File: src/rtl/mtfe_pkg.sv
// Shared types and constants for the multi-tap feedback echo block.
// No dependencies; used by the controller, datapath, top level and checker.
package mtfe_pkg;

    localparam int SAMPLE_W   = 16;   // audio sample width
    localparam int FRAME_W    = 32;   // stereo word: left in low half
    localparam int LINE_W     = 48;   // stored delay line value, Q16
    localparam int Q_SHIFT    = 16;
    localparam int ROUND_HALF = 32768;

    localparam int GAIN_W     = 17;
    localparam int DELAY_W    = 15;
    localparam int FB_W       = 18;
    localparam int TAPSEL_W   = 2;
    localparam int CFG_IDX_W  = 3;
    localparam int CFG_DATA_W = 18;

    localparam logic [GAIN_W-1:0]    GAIN_RST   = 17'd13107;
    localparam logic [TAPSEL_W-1:0]  TAPS_RST   = 2'd1;
    localparam logic [DELAY_W-1:0]   DELAY0_RST = 15'd9600;
    localparam logic [DELAY_W-1:0]   DELAY1_RST = 15'd1;
    localparam logic signed [FB_W-1:0] FB0_RST  = 18'sd32768;
    localparam logic signed [FB_W-1:0] FB1_RST  = 18'sd0;

    typedef enum logic [CFG_IDX_W-1:0] {
        CFG_ECHO_GAIN   = 3'd0,
        CFG_TAPS_IN_USE = 3'd1,
        CFG_DELAY_TAP0  = 3'd2,
        CFG_DELAY_TAP1  = 3'd3,
        CFG_FB_TAP0     = 3'd4,
        CFG_FB_TAP1     = 3'd5
    } t_cfg_idx;

    typedef logic [TAPSEL_W-1:0] t_tap;

    typedef enum logic [3:0] {
        S_IDLE,
        S_ACC,
        S_E_ABS,
        S_E_HI,
        S_E_LO,
        S_E_SUM,
        S_F_HI,
        S_F_LO,
        S_F_SUM,
        S_WRITE,
        S_O_ADD,
        S_O_SAT
    } t_state;

    typedef struct packed {
        logic load_in;   // latch input word, clear echo sum
        logic acc;       // add current line entry of tap into sum
        logic sum_abs;   // split sum into sign and magnitude
        logic mul_hi;    // upper partial product
        logic mul_lo;    // lower partial product
        logic mul_sum;   // combine partials, round
        logic src_fb;    // multiply is a feedback product
        logic wr;        // write line entry, advance position
        logic out_add;   // dry plus echo
        logic out_load;  // round, saturate, load output word
        t_tap tap;
    } t_cmd;

    typedef struct packed {
        t_tap active;    // taps in use, clamped
        logic out_busy;  // output word held and not taken
    } t_status;

endpackage

File: src/rtl/mtfe_ctrl.sv
// Sequencer for the echo block: walks taps, multiply halves and output steps.
// Depends on mtfe_pkg for state, command and status types.
module mtfe_ctrl (
    input  logic               i_clk,
    input  logic               i_rst_n,
    input  logic               i_s_valid,
    output logic               o_s_ready,
    input  mtfe_pkg::t_status  i_status,
    output mtfe_pkg::t_cmd     o_cmd
);

    mtfe_pkg::t_state r_state, n_state;
    mtfe_pkg::t_tap   r_tap, n_tap;
    logic             w_last;
    logic             w_none;

    assign w_last = (r_tap + 2'd1) == i_status.active;
    assign w_none = (i_status.active == '0);

    always_ff @(posedge i_clk) begin
        if (!i_rst_n) begin
            r_state <= mtfe_pkg::S_IDLE;
            r_tap   <= '0;
        end else begin
            r_state <= n_state;
            r_tap   <= n_tap;
        end
    end

    always_comb begin
        n_state = r_state;
        n_tap   = r_tap;
        unique case (r_state)
            mtfe_pkg::S_IDLE: begin
                if (i_s_valid) begin
                    n_tap   = '0;
                    n_state = w_none ? mtfe_pkg::S_E_ABS : mtfe_pkg::S_ACC;
                end
            end
            mtfe_pkg::S_ACC: begin
                if (w_last) begin
                    n_state = mtfe_pkg::S_E_ABS;
                end else begin
                    n_tap = r_tap + 2'd1;
                end
            end
            mtfe_pkg::S_E_ABS: n_state = mtfe_pkg::S_E_HI;
            mtfe_pkg::S_E_HI:  n_state = mtfe_pkg::S_E_LO;
            mtfe_pkg::S_E_LO:  n_state = mtfe_pkg::S_E_SUM;
            mtfe_pkg::S_E_SUM: begin
                n_tap   = '0;
                n_state = w_none ? mtfe_pkg::S_O_ADD : mtfe_pkg::S_F_HI;
            end
            mtfe_pkg::S_F_HI:  n_state = mtfe_pkg::S_F_LO;
            mtfe_pkg::S_F_LO:  n_state = mtfe_pkg::S_F_SUM;
            mtfe_pkg::S_F_SUM: n_state = mtfe_pkg::S_WRITE;
            mtfe_pkg::S_WRITE: begin
                if (w_last) begin
                    n_state = mtfe_pkg::S_O_ADD;
                end else begin
                    n_tap   = r_tap + 2'd1;
                    n_state = mtfe_pkg::S_F_HI;
                end
            end
            mtfe_pkg::S_O_ADD: n_state = mtfe_pkg::S_O_SAT;
            mtfe_pkg::S_O_SAT: begin
                if (!i_status.out_busy) begin
                    n_state = mtfe_pkg::S_IDLE;
                end
            end
            default: n_state = mtfe_pkg::S_IDLE;
        endcase
    end

    always_comb begin
        o_cmd     = '0;
        o_cmd.tap = r_tap;
        o_s_ready = 1'b0;
        unique case (r_state)
            mtfe_pkg::S_IDLE: begin
                o_s_ready     = 1'b1;
                o_cmd.load_in = i_s_valid;
            end
            mtfe_pkg::S_ACC:   o_cmd.acc     = 1'b1;
            mtfe_pkg::S_E_ABS: o_cmd.sum_abs = 1'b1;
            mtfe_pkg::S_E_HI:  o_cmd.mul_hi  = 1'b1;
            mtfe_pkg::S_E_LO:  o_cmd.mul_lo  = 1'b1;
            mtfe_pkg::S_E_SUM: o_cmd.mul_sum = 1'b1;
            mtfe_pkg::S_F_HI: begin
                o_cmd.mul_hi = 1'b1;
                o_cmd.src_fb = 1'b1;
            end
            mtfe_pkg::S_F_LO: begin
                o_cmd.mul_lo = 1'b1;
                o_cmd.src_fb = 1'b1;
            end
            mtfe_pkg::S_F_SUM: begin
                o_cmd.mul_sum = 1'b1;
                o_cmd.src_fb  = 1'b1;
            end
            mtfe_pkg::S_WRITE: o_cmd.wr      = 1'b1;
            mtfe_pkg::S_O_ADD: o_cmd.out_add = 1'b1;
            mtfe_pkg::S_O_SAT: o_cmd.out_load = !i_status.out_busy;
            default: ;
        endcase
    end

endmodule

File: config.mk
export PLATFORM = sky130hd
export DESIGN_NAME = mtfe_ctrl
export DESIGN_NICKNAME = d
export VERILOG_FILES = /design/src/rtl/mtfe_pkg.sv /design/src/rtl/mtfe_ctrl.sv
export SDC_FILE = /design/constraint.sdc
export NUM_CORES = 1
export LEC_CHECK = 0
export ABC_AREA = 1
export BUFFER_PORTS_ARGS = -buffer_cell sky130_fd_sc_hd__buf_2
export CORE_MARGIN = 10
export CORE_UTILIZATION = 45
export CTS_CLUSTER_DIAMETER = 120
export CTS_CLUSTER_SIZE = 16
export DETAILED_ROUTE_END_ITERATION = 16
export PLACE_DENSITY = 0.69
export SKIP_LAST_GASP = 1
export SLEW_MARGIN = 5
export SYNTH_ARGS = -nofsm -noshare
export SYNTH_HDL_FRONTEND = slang
export SYNTH_SLANG_ARGS = --single-unit
File: constraint.sdc
create_clock -name i_clk -period 1.36 [get_ports i_clk]
set_input_delay 0.136 -clock i_clk [delete_from_list [all_inputs] [get_ports i_clk]]
set_output_delay 0.136 -clock i_clk [all_outputs]
set_load 0.02 [all_outputs]
=== Word-level counts from Yosys, hierarchy flattened ===
Cells that the tools add are included.

* $add $sub $neg: 1
* Eq/ne operators: 16
* Muxes and demuxes: 21
* Reduce and logical (&&, ||, !) cells: 11

{| class="wikitable"
|+ Operator list
! cell !! number
|-
| 4-bit one-hot mux with 12 select lines || 1
|-
| 4-bit 2-to-1 mux || 5
|-
| 4-bit by 3-bit equality test with 1-bit output, second input constant || 4
|-
| 4-bit equality test, second input constant || 4
|-
| 1-bit 2-to-1 mux || 11
|-
| 4-bit by 2-bit equality test with 1-bit output, second input constant || 2
|-
| 2-bit != test, second input constant || 4
|-
| 2-bit OR reduction || 4
|-
| 2-bit 2-to-1 mux || 3
|-
| 2-bit one-hot mux with 3 select lines || 1
|-
| 3-bit AND reduction || 2
|-
| 4-bit by 1-bit equality test with 1-bit output, second input constant || 1
|-
| 4-bit logical NOT || 1
|-
| 3-bit nonzero test || 1
|-
| 3-bit OR reduction || 1
|-
| 2-bit by 1-bit adder with 2-bit output, second input constant || 1
|-
| 2-bit equality test || 1
|-
| 2-bit logical NOT || 1
|-
| 1-bit logical NOT || 1
|}

* Register bits: 6
* Output and inout bits: 13

=== Depth between registers and ports, before layout ===
* Depth after elaboration: 4
* Mapped depth: 9
* Gate-level depth less buffers: 9

=== Worst setup path after synthesis ===
No wires, ideal clock.

* Path kind: reg-to-output
* Start point: reg r_state[3]
* End point: out o_cmd[2] (netlist name)
* Arrival time: 1127 ps
* Path slack: 97 ps
* Stages on the path, launching flop included: 5
* Buffers on the path: 0
* Cells stage by stage: dfxtp_1 inv_2 nor2_4 inv_2 nor3_1

{| class="wikitable"
|+ RTL lines
! item !! line !! RTL
|-
| from (decl) || mtfe_ctrl.sv:12 || <nowiki>mtfe_pkg::t_state r_state, n_state;</nowiki>
|-
| from (signal assigned) || mtfe_ctrl.sv:22 || <nowiki>r_state <= mtfe_pkg::S_IDLE;</nowiki>
|-
| from (signal assigned) || mtfe_ctrl.sv:25 || <nowiki>r_state <= n_state;</nowiki>
|-
| to (decl) || mtfe_ctrl.sv:9 || <nowiki>output mtfe_pkg::t_cmd o_cmd</nowiki>
|}

==> impl_metrics.csv <==
group,metric,value,unit
grt,grt_max_degree,7,
yosys,syn_area_per_cell,5.925,um^2
placement,place_area,713.2,um^2
layout,final_core_util,62.80,%
sta,fin_crit_sh,98.32,%
die,initial_utilization,47.03,%
grt,grt_pass1_vias,636,
yosys,synth_area,604.3,um^2
critical_path,crit_top_cell,"nand2_1",
die,die-area,3209,um^2
sta,slew_headroom,84.17,%
yosys,synth-edff-count,0,
critical_path,reg2reg_depth,8,
layout,diodes,0,
critical_path,worstPathMaxFanout,6,
placement,portBuffers,18,
worst_hold_path,hold_path_class,"in2reg",
drt,drt-wirelength-per-cell,12.28,um
clocking,htree_levels,1,
critical_path,crit_arrival,1.20,ns
yosys,synth_cell_types,19,
die,die_h,56.65,um
sta,finalSetupViolations,0,
worst_hold_path,min_path_cells,3,
die,io_pins,19,
drt,first_iter_violations,33,
yosys,synth_cells,102,
clocking,clockBufferDepth,2,
clocking,cts_tree,"done",
critical_path,crit_chain,"inv_2 > nor2_4 > nand2_1 > nand2_1 > buf_4",
die,core,1285,um^2
clocking,numCtsBuffers,3,
sta,rsz0062_at_grt,"yes",
drt,via_per_inst,5.284,
grt,overflow,0,
sta,final_max_slew_viol_count,0,
power,power.leakage,0.4483,nW
clocking,cts-root-buf,"clkbuf_4",
yosys,synth_nets,108,
sta,max_slew.worst_pin.slew,0.2375,ns
grt,grt_pass1_wl,2635,um
drt,first_pass_iters,4,
sta,fin_hold_ws,0.1136,ns
placement,hpwl,1315,um
critical_path,worstSetupEndpointType,"output pin",
drt,drc,0,
drt,via_count,745,
power,power_density,1799,nW/um^2
clocking,worst_setup_hold_path_clk_slew,0.06,ns
critical_path,critPathLaunchType,"register",
yosys,ys.flop_type,"dfxtp_1",
sta,fin_skew,0.01471,ns
yosys,synth_seq_cells,6,
layout,final_layout_size_suffix_gt1_share,46.83,%
yosys,ys_warn_count,0,
drt,wl,1732,um
die,dieWidth,56.65,um
grt,grt_antenna_before_repair,0,
clocking,clock_sinks,6,
die,rows,13,
layout,design_area,807.0,um^2
critical_path,critPathSlowestCell,"dfxtp_4",
grt,track_usage,9.714,%
drt,ant_nets,0,
clocking,clk_latency,0.26,ns
clocking,cts_hold_buf,0,
critical_path,path_class,"reg2out",
placement,routabilityCongestion,0.7946,
sta,totalNegativeSetupSlack,0,ns
status,status,"finished, final reports clean",
critical_path,cp.required,1.22,ns
critical_path,cpPeakStageDelay,0.38,ns
sta,max_freq,0.7479,GHz
yosys,synth-seq-area-share,19.88,%
sta,hold_viol,0,
run,maxCapViolCount,0,
layout,fin_nets,134,
layout,areaGrowthSynthToFinish,33.54,%
yosys,async_flop_share,0,%
power,power,0.001452,W
sta,min_period,1.337,ns
power,peakVddDrop,0.001033,V
==> synth_stat cells (2+ instances only) <==
cell	instances	area, um^2
a21oi_1	6	30.03
inv_2	6	22.52
nor2_1	6	22.52
nand3_1	16	80.08
nand3_2	3	30.03
o21ai_2	2	17.52
nor2_4	4	45.04
nand2_1	30	112.6
nor2_2	3	18.77
inv_1	12	45.04
dfxtp_1	6	120.1
==> placed cells by master, fill, tap and decap left out <==
cell / count
a21oi_1: 4
a21oi_2: 3
buf_2: 13
buf_4: 8
clkbuf_4: 3
dfxtp_1: 1
dfxtp_2: 3
dfxtp_4: 2
inv_1: 12
inv_2: 7
nand2_1: 27
nand2_2: 4
nand2_4: 1
nand3_1: 15
nand3_2: 4
nand3b_1: 1
nand4_2: 1
nor2_1: 6
nor2_2: 3
nor2_4: 4
nor3_2: 1
o21ai_1: 1
o21ai_2: 2
==> routing by layer <==
layer	vias up	track usage, %	routed length, um
met1	331	11.82	721
met5	-	0	0
met4	0	4.811	28
met2	39	13.64	773
li1	371	-	-
met3	4	4.719	208
==> metrics by stage <==
stage	setup slack (ns)	instances
global route	-0.05025	141
finish	0.02291	141
detailed placement	0.1272	135
global placement	0.1331	135
CTS	0.003249	138
floorplan	0.09708	102
==> repair_timing <==
action,CTS,global route
hold endpoints to repair,0,0
pin swaps,0,2
resized for setup,6,14
endpoints found under the setup margin,8,10
buffers inserted,0,3
==> kinds of logic (layout without fill, tap and decap cells) <==
kind of cell           count (synthesis)  count (layout)  synth area share (%)
AND/OR/NAND/NOR                       67              67                 58.18
AO/OA/AOI/OAI                         10              10                 10.15
buffers and inverters                 19              43                 11.80
flip-flops                             6               6                 19.88
==> area by class of cell <==
type / instances / area [um^2]
sequential: 6 / 131.4
multi-input combinational: 77 / 437.9
clock buffer: 3 / 22.52
tap: 15 / 18.77
timing repair buffer: 21 / 125.1
inverter: 19 / 71.32
fill: 128 / 478.0
==> state kept, by name, summed over array words and instances, names as in the netlist <==
register  count
r_state       4
r_tap         2
==> power by group <==
| group | switching [W] | leakage, nW | internal, W |
|---|---|---|---|
| clock | 0.0000804 | 0.0138 | 0.000101 |
| sequential | 0.000100 | 0.0518 | 0.000236 |
| combinational | 0.000595 | 0.383 | 0.000339 |
==> worst max-delay path, delay by kind of cell, from the launching register on <==
kind          cells  cell delay (ns)
simple gates      3             0.37
buf+inv           2             0.20
flops             1             0.38
==> final timing paths <==
| check | startpoint | to | slack, ns |
|---|---|---|---|
| max | r_state[2] | o_cmd[6] | 0.02 |
| min | i_rst_n | r_state[3] | 0.11 |
| max reg2reg | r_state[3] | r_state[1] | 0.12 |
| min reg2reg | r_tap[0] | r_tap[0] | 0.54 |
No activity file was read; power rests on OpenSTA's default activity.
